[config.mk]
export PLATFORM = sky130hd
export DESIGN_NAME = sotrs_ctrl
export DESIGN_NICKNAME = d
export VERILOG_FILES = /design/src/sotrs_pkg.sv /design/src/sotrs_ctrl.sv
export SDC_FILE = /design/constraint.sdc
export NUM_CORES = 1
export LEC_CHECK = 0
export ABC_AREA = 1
export BUFFER_PORTS_ARGS = -buffer_cell sky130_fd_sc_hd__buf_2
export CAP_MARGIN = 10
export CELL_PAD_IN_SITES_DETAIL_PLACEMENT = 0
export CELL_PAD_IN_SITES_GLOBAL_PLACEMENT = 1
export CORE_MARGIN = 4
export CORE_UTILIZATION = 26
export CTS_CLUSTER_DIAMETER = 30
export DETAILED_ROUTE_END_ITERATION = 8
export PLACE_DENSITY_LB_ADDON = 0.12
export SKIP_CTS_REPAIR_TIMING = 1
export SLEW_MARGIN = 40
export SYNTH_ARGS = -nofsm -noshare
export SYNTH_HDL_FRONTEND = slang
export SYNTH_SLANG_ARGS = --single-unit
export TNS_END_PERCENT = 10
[constraint.sdc]
create_clock -name i_clk -period 1.1 [get_ports i_clk]
set_input_delay 0.22 -clock i_clk [delete_from_list [all_inputs] [get_ports i_clk]]
set_output_delay 0.22 -clock i_clk [all_outputs]
set_load 0.005 [all_outputs]
[src/sotrs_pkg.sv]
// Shared types and constants for the sorted offset table range search unit.
package sotrs_pkg;

    // Width of the match length register and of the item kind selector.
    localparam int ML_W     = 16;
    localparam int MODE_W   = 2;
    localparam int APB_DW   = 32;
    localparam int APB_AW   = 2;

    // Configuration register indexes.
    localparam logic [APB_AW-1:0] REG_MLEN = 2'd0;

    // Item kinds; the fourth code has no operation and falls to default arms.
    typedef enum logic [MODE_W-1:0] {
        MODE_APPEND = 2'd0,
        MODE_QUERY  = 2'd1,
        MODE_GET    = 2'd2
    } t_mode;

    // Controller states.
    typedef enum logic [2:0] {
        ST_IDLE,
        ST_PROBE,
        ST_COMPARE,
        ST_FETCH,
        ST_FINISH
    } t_state;

    // Commands from the controller to the datapath.
    typedef struct packed {
        logic capture;     // latch the accepted item
        logic srch_init;   // load lo = 0, hi = count
        logic probe;       // read the entry at mid
        logic compare;     // narrow lo/hi from the read entry
        logic pass;        // 0: search for start, 1: search for end
        logic save_first;  // store lo as first index
        logic save_last;   // store lo as last index
        logic fetch;       // read the entry for a get
        logic finish;      // commit the item and load the output register
    } t_ctrl_cmd;

    // Status from the datapath to the controller.
    typedef struct packed {
        t_mode mode;       // kind of the item in work
        logic  count_zero; // table is empty
        logic  lo_lt_hi;   // search range not yet empty
        logic  out_free;   // output register can take a result
    } t_ctrl_sts;

endpackage

[src/sotrs_ctrl.sv]
// Controller state machine that sequences append, range search and get items.
module sotrs_ctrl
    import sotrs_pkg::*;
(
    input  logic      i_clk,
    input  logic      i_rst_n,
    input  logic      i_in_valid,
    input  t_mode     i_mode,
    output logic      o_in_ready,
    output t_ctrl_cmd o_cmd,
    input  t_ctrl_sts i_sts
);

    t_state r_state, n_state;
    logic   r_pass, n_pass;

    // State and search pass registers.
    always_ff @(posedge i_clk) begin
        if (!i_rst_n) begin
            r_state <= ST_IDLE;
            r_pass  <= 1'b0;
        end else begin
            r_state <= n_state;
            r_pass  <= n_pass;
        end
    end

    // Next state.
    always_comb begin
        n_state = r_state;
        n_pass  = r_pass;
        case (r_state)
            ST_IDLE: begin
                if (i_in_valid) begin
                    n_pass = 1'b0;
                    case (i_mode)
                        MODE_QUERY: begin
                            n_state = i_sts.count_zero ? ST_FINISH : ST_PROBE;
                        end
                        MODE_GET: begin
                            n_state = ST_FETCH;
                        end
                        default: begin
                            n_state = ST_FINISH;
                        end
                    endcase
                end
            end
            ST_PROBE: begin
                if (i_sts.lo_lt_hi) begin
                    n_state = ST_COMPARE;
                end else if (!r_pass) begin
                    n_pass = 1'b1;
                end else begin
                    n_state = ST_FINISH;
                end
            end
            ST_COMPARE: begin
                n_state = ST_PROBE;
            end
            ST_FETCH: begin
                n_state = ST_FINISH;
            end
            ST_FINISH: begin
                if (i_sts.out_free) begin
                    n_state = ST_IDLE;
                end
            end
            default: begin
                n_state = ST_IDLE;
            end
        endcase
    end

    // Commands for the current state.
    always_comb begin
        o_in_ready = 1'b0;
        o_cmd      = '0;
        o_cmd.pass = r_pass;
        case (r_state)
            ST_IDLE: begin
                o_in_ready = 1'b1;
                if (i_in_valid) begin
                    o_cmd.capture   = 1'b1;
                    o_cmd.srch_init = 1'b1;
                end
            end
            ST_PROBE: begin
                if (i_sts.lo_lt_hi) begin
                    o_cmd.probe = 1'b1;
                end else if (!r_pass) begin
                    o_cmd.save_first = 1'b1;
                    o_cmd.srch_init  = 1'b1;
                end else begin
                    o_cmd.save_last = 1'b1;
                end
            end
            ST_COMPARE: begin
                o_cmd.compare = 1'b1;
            end
            ST_FETCH: begin
                o_cmd.fetch = 1'b1;
            end
            ST_FINISH: begin
                o_cmd.finish = i_sts.out_free;
            end
            default: begin
                o_in_ready = 1'b0;
            end
        endcase
    end

    // A compare step always follows the probe that read its entry.
    a_cmp_after_probe: assert property (@(posedge i_clk) disable iff (!i_rst_n)
        r_state == ST_COMPARE |-> $past(r_state) == ST_PROBE)
        else $error("compare step without a preceding probe");

    // Memory and commit commands never overlap.
    a_cmd_exclusive: assert property (@(posedge i_clk) disable iff (!i_rst_n)
        $onehot0({o_cmd.capture, o_cmd.probe, o_cmd.compare, o_cmd.fetch, o_cmd.finish}))
        else $error("overlapping datapath commands");

    // The second search pass only runs on a query item.
    a_pass_query: assert property (@(posedge i_clk) disable iff (!i_rst_n)
        (r_pass && r_state == ST_PROBE) |-> i_sts.mode == MODE_QUERY)
        else $error("end search on a non-query item");

endmodule

==> qor.yml, run 1 <==
drive_gt1_share_pct: 50.6
grt_max_degree: 7
dp_hpwl_um: 771
cts.reportedPaths.clkPinSlew_ns: 0.04
synth-async-reset-ratio_pct: 0
power_mw: 0.993
worstPathArrival_ns: 1.09
design_area_um2: 551
cts-root-buf: "clkbuf_4"
synthFlopType: "dfxtp_1"
ios: 20
worstPathMaxFanout: 5
grt_pass1_vias: 397
row_count: 13
wl_um: 918
cts_buffers: 3
worst_slew_pin_slew_ns: 0.204
wl_per_cell_um: 9.37
fin_crit_ns: 1.31
start_util_pct: 28.0
core_area_um2: 1320
powerDensity_nw_per_um2: 1800
drc: 0
syn_to_final_growth_pct: 49.2
layout.nets: 97
htreeDepth: 1
status: "finished, violations left"
drt_iter0_markers: 0
slew_headroom_pct: 86.3
gr-total-overflow: 0
grt_usage_pct: 10.2
cts_sinks: 4
dr_total_vias: 398
postSynthAreaPerCell_um2: 6.36
avgViaCountPerCell: 4.06
yosysUniqueCellTypes: 17
fp.dieW_um: 45.7
synth_area_um2: 369
insertion_delay_ns: 0.23
power_leakage_nw: 0.312
dpl_cell_area_um2: 503
clock.fmax_mhz: 765
critPathRequiredTime_ns: 0.88
setup_viol: 9
hold_class: "input port to flip-flop"
synthCells: 58
fin_ws_ns: -0.206
clock_skew_ns: 0.000700
grt_pass1_wl_mm: 1.53
dr.pass1.iters: 1
antenna_found_initial: 0
rsz0062_at_grt: "true"
synth_edf_count: 0
synth-seq-cells: 4
final_common_cell: "buf_2"
ir_worst_vdd_mv: 0.621
cp-start-kind: "flip-flop"
period_share_pct: 119
violations: "negative setup slack"
diodes: 0
cts_tree: "done"
critPathCaptureType: "output pin"
die_h_um: 45.7
layout_common_cells: "17 x buf_2, 11 x inv_1, 7 x nand2_1"
ant_nets: 0
gp_congestion: 0.681
cap_violations: 0
yosysWarnings: 0
clock_path_buffers: 2
path_class: "flip-flop to output pin"
syn-num-nets: 70
io_buffers: 17
yosysSeqAreaShare_pct: 21.7
finalHoldViolCount: 0
dieArea_um2: 2090
drv_slew: 0
## synthesized netlist by cell type, types with 2 or more instances
library cell,count,area [µm²]
inv_1,13,48.8
dfxtp_1,4,80.1
nand3_2,2,20.0
nor2_1,5,18.8
o21ai_0,5,25.0
nand2_2,2,12.5
nor2_4,3,33.8
ha_1,2,25.0
nand2_1,8,30.0
inv_2,3,11.3
nand3_1,3,15.0
a21oi_1,3,15.0
## flip-flops by register name, summed over array words and instances (netlist names)
| signal | count |
|---|---|
| r_state | 3 |
| r_pass | 1 |
## metrics by stage
step | hold WS [ns] | TNS (ns) | std cells | setup WS, ns | util [%]
finish | 0.253 | -1.30 | 98 | -0.206 | 41.8
global route | 0.276 | -1.99 | 98 | -0.260 | 41.8
CTS | 0.250 | -1.98 | 97 | -0.303 | 39.9
detailed placement | 0.497 | -0.0798 | 94 | -0.0384 | 38.2
global placement | 0.484 | -0.124 | 94 | -0.0468 | 38.2
floorplan | 0.362 | 0 | 58 | 0.113 | -
## report_power, final
group	total, mW	leakage, nW	switching, mW	internal [mW]
Combinational	0.593	0.264	0.323	0.270
Clock	0.176	0.0138	0.0546	0.122
Sequential	0.224	0.0336	0.0407	0.183
## kinds of logic after synthesis
kind of cell               Yosys count  synth area share, %
AOI/OAI and AO/OA                   10                 14.9
adders and majority gates            2                 6.78
buffers and inverters               17                 18.3
and+or+nand+nor                     25                 38.3
DFF                                  4                 21.7
## worst max-delay path, stage by stage, from the launching register on
cell	delay (ns)
dfxtp_2	0.34
nor2_4	0.15
nand2_4	0.09
o22ai_1	0.14
buf_2	0.13
## final cells by class
cell class,count,area [µm²]
inverters,16,60.1
flip-flops and latches,4,82.6
well taps,15,18.8
fillers,150,767
repair buffers,23,130
multi-input cells,37,236
clock buffers,3,22.5
## per-layer routing
layer	wire length, µm	up-vias	GRT usage [%]	share of wire (%)
li1	-	231	-	-
met1	435	157	13.0	47
met2	424	10	15.9	46
met3	59	0	1.19	6.4
met4	0	0	7.02	0
met5	0	-	0	0
## path summary, 6_finish.rpt
kind	from	end	slack, ns	cells after the start
max	r_state[1]	o_cmd[7]	-0.21	4
min	i_rst_n	r_state[0]	0.25	3
max reg2reg	r_state[1]	r_state[1]	0.05	6
min reg2reg	r_pass	r_pass	0.51	2
(Power assumes the default switching activity.)
==> run 2: changes to the inputs <==
Settings changed: BUFFER_PORTS_ARGS -buffer_cell sky130_fd_sc_hd__buf_2 to not set, CORE_AREA set to 4 4 41 43, CORE_MARGIN 4 to not set, CORE_UTILIZATION 26 to not set, DIE_AREA set to 0 0 45 47, DONT_BUFFER_PORTS set to 1.
==> qor.yml, run 2 (synthesis results as in run 1) <==
cp_top_family: "flip-flops"
holdPathStages: 2  # -1
final_common_cell: "inv_1"
drc: 0  # unchanged
cap_violations: 0  # unchanged
antenna_found_initial: 0  # unchanged
reg2reg_from: "r_state[2]"
fin_ws_ns: -0.146  # +0.0606 ns
slowest_stage: "dfxtp_2"
final.fill_count: 152  # +1.3%
diodes: 0  # unchanged
cts_buffers: 3  # unchanged
hold_start: "i_rst_n"
fp.dieW_um: 45  # -1.5%
dp_slack_ns: 0.0184  # +0.0568 ns
cts_tree: "done"
finalHoldViolCount: 0  # unchanged
ff2ff_path_depth: 7  # +1
row_count: 13  # unchanged
dr.pass1.iters: 4  # +3
die_h_um: 47  # +2.9%
violations: "negative setup slack"
layout.nets: 80  # -18%
wl_met2_um: 415  # -2.1%
grt_usage_pct: 9.87  # -0.36 points
cts.reportedPaths.clkPinSlew_ns: 0.04  # about the same
ir_worst_vdd_mv: 0.586  # -5.6%
grt_pass1_vias: 337  # -15%
drive_gt1_share_pct: 48.5  # -2.1 points
slew_headroom_pct: 84.3  # -2.0 points
wl_per_cell_um: 11.1  # +19%
path_class: "flip-flop to output pin"
gr-total-overflow: 0  # unchanged
wl_um: 901  # -1.9%
cp.buffers_inverters: 2  # +1
rsz0062_at_grt: "true"
grt_max_degree: 7  # unchanged
worstPathMaxFanout: 4  # -1
largest_register: "r_state"
drt_iter0_markers: 1  # +1
htreeDepth: 1  # unchanged
setup_viol: 9  # unchanged
crit_chain: "inv_4, nand3_4, buf_12, nor2_4"
fin_crit_ns: 1.25  # -0.0606 ns
slowest_delay_ns: 0.32  # -0.02 ns
dr_total_vias: 376  # -5.5%
worst_slew_pin_slew_ns: 0.234  # +0.0294 ns
cts_sinks: 4  # unchanged
core_area_um2: 1300  # -1.2%
ios: 20  # unchanged
largest_reg_flops: 3  # unchanged
drv_slew: 0  # unchanged
grt_pass1_wl_mm: 1.45  # -5.4%
avgViaCountPerCell: 4.64  # +14%
holdPathEnd: "r_state[0]"
powerDensity_nw_per_um2: 1970  # +9.0%
gp_congestion: 0.681  # about the same
dieArea_um2: 2120  # +1.4%
start_util_pct: 28.4  # +0.35 points
critPathRequiredTime_ns: 0.88  # about the same
syn_to_final_growth_pct: 40.7
r2r_slack_ns: 0.03  # -0.02 ns
layout.cells.non_filler: 81  # -17%
top_layer: "met3"
dp_hpwl_um: 734  # -4.8%
worstPathArrival_ns: 1.03  # -0.06 ns
reg_top3: "r_state x3, r_pass x1"
ant_nets: 0  # unchanged
dp.cells: 76  # -19%
layout_common_cells: "10 x inv_1, 6 x nand2_1, 5 x o21ai_0"
clock_skew_ns: 0.000604  # -0.0000960 ns
clock.fmax_mhz: 803  # +4.9%
power_leakage_nw: 0.249  # -20%
cts-root-buf: "clkbuf_4"
cp-start-kind: "flip-flop"
io_buffers: 0  # -17
met3WireLength_um: 79  # +34%
clock_path_buffers: 2  # unchanged
critPathCaptureType: "output pin"
totalNegativeSetupSlack_ns: -0.707  # +0.591 ns
status: "finished, violations left"
insertion_delay_ns: 0.23  # about the same
period_share_pct: 113  # -5.5 points
hold_class: "input port to flip-flop"
m1WireLength_um: 406  # -6.7%
timing.rr.end: "r_state[1]"
[run 2: cell types whose count changed in the layout (fill, tap and decap cells not counted), moves of 2 or more]
cell	previous run	this run
buf_4	6	4
nor2_1	5	3
buf_2	17	0
buf_12	0	2
nor2_2	0	2
inv_4	0	2
[run 2: final cells by class]
| cell class | count | area [µm²] | share of cell area (%) |
|---|---|---|---|
| well taps | 15 | 18.8 | 3.61 |
| multi-input cells | 37 | 256 | 49.4 |
| clock buffers | 3 | 22.5 | 4.34 |
| flip-flops and latches | 4 | 86.3 | 16.6 |
| inverters | 16 | 65.1 | 12.5 |
| repair buffers | 6 | 70.1 | 13.5 |
[run 2: metrics by stage]
stage          utilization (%)  total power, mW  instance area (µm²)  hold WS, ns
4_1_cts                   33.3            0.854                  433        0.120
3_5_place_dp              31.5            0.660                  410        0.370
2_1_floorplan                -            0.552                  369        0.362
5_1_grt                   39.9             1.12                  519        0.109
3_3_place_gp              31.5            0.674                  410        0.381
6_report                  39.9             1.02                  519        0.123
[run 2: where the power goes]
part,total [mW],internal (mW),switching (mW)
clock network,0.182,0.122,0.0601
registers,0.237,0.186,0.0506
logic,0.602,0.273,0.328
total,1.02,0.582,0.439
[run 2: worst register-to-register path, cell delays in order, from the launching register on]
cell,delay [ns]
dfxtp_2,0.32
inv_4,0.09
nand3_4,0.10
buf_12,0.14
nor2_4,0.14
nor2_4,0.06
nand2_1,0.07
nor2_1,0.04
[run 2: layer usage]
metal	vias to the layer above	GRT usage, %
met2	18	13.0
met1	161	12.7
met5	-	0
li1	197	-
met3	0	4.21
met4	0	7.02
[run 2: how the worst max path moves through the flow]
stage / from / slack (ns) / depth (start not counted) / end
after CTS: r_state[0] / -0.24 / 4 / o_cmd[2]
after global routing: r_state[0] / -0.22 / 2 / o_cmd[0]
after detailed placement: r_state[0] / 0.02 / 4 / o_cmd[2]
final: r_state[2] / -0.15 / 4 / o_cmd[3]
after global placement: r_state[1] / 0.00005 / 5 / o_cmd[2]
after floorplan: r_state[0] / 0.11 / 4 / o_cmd[2]
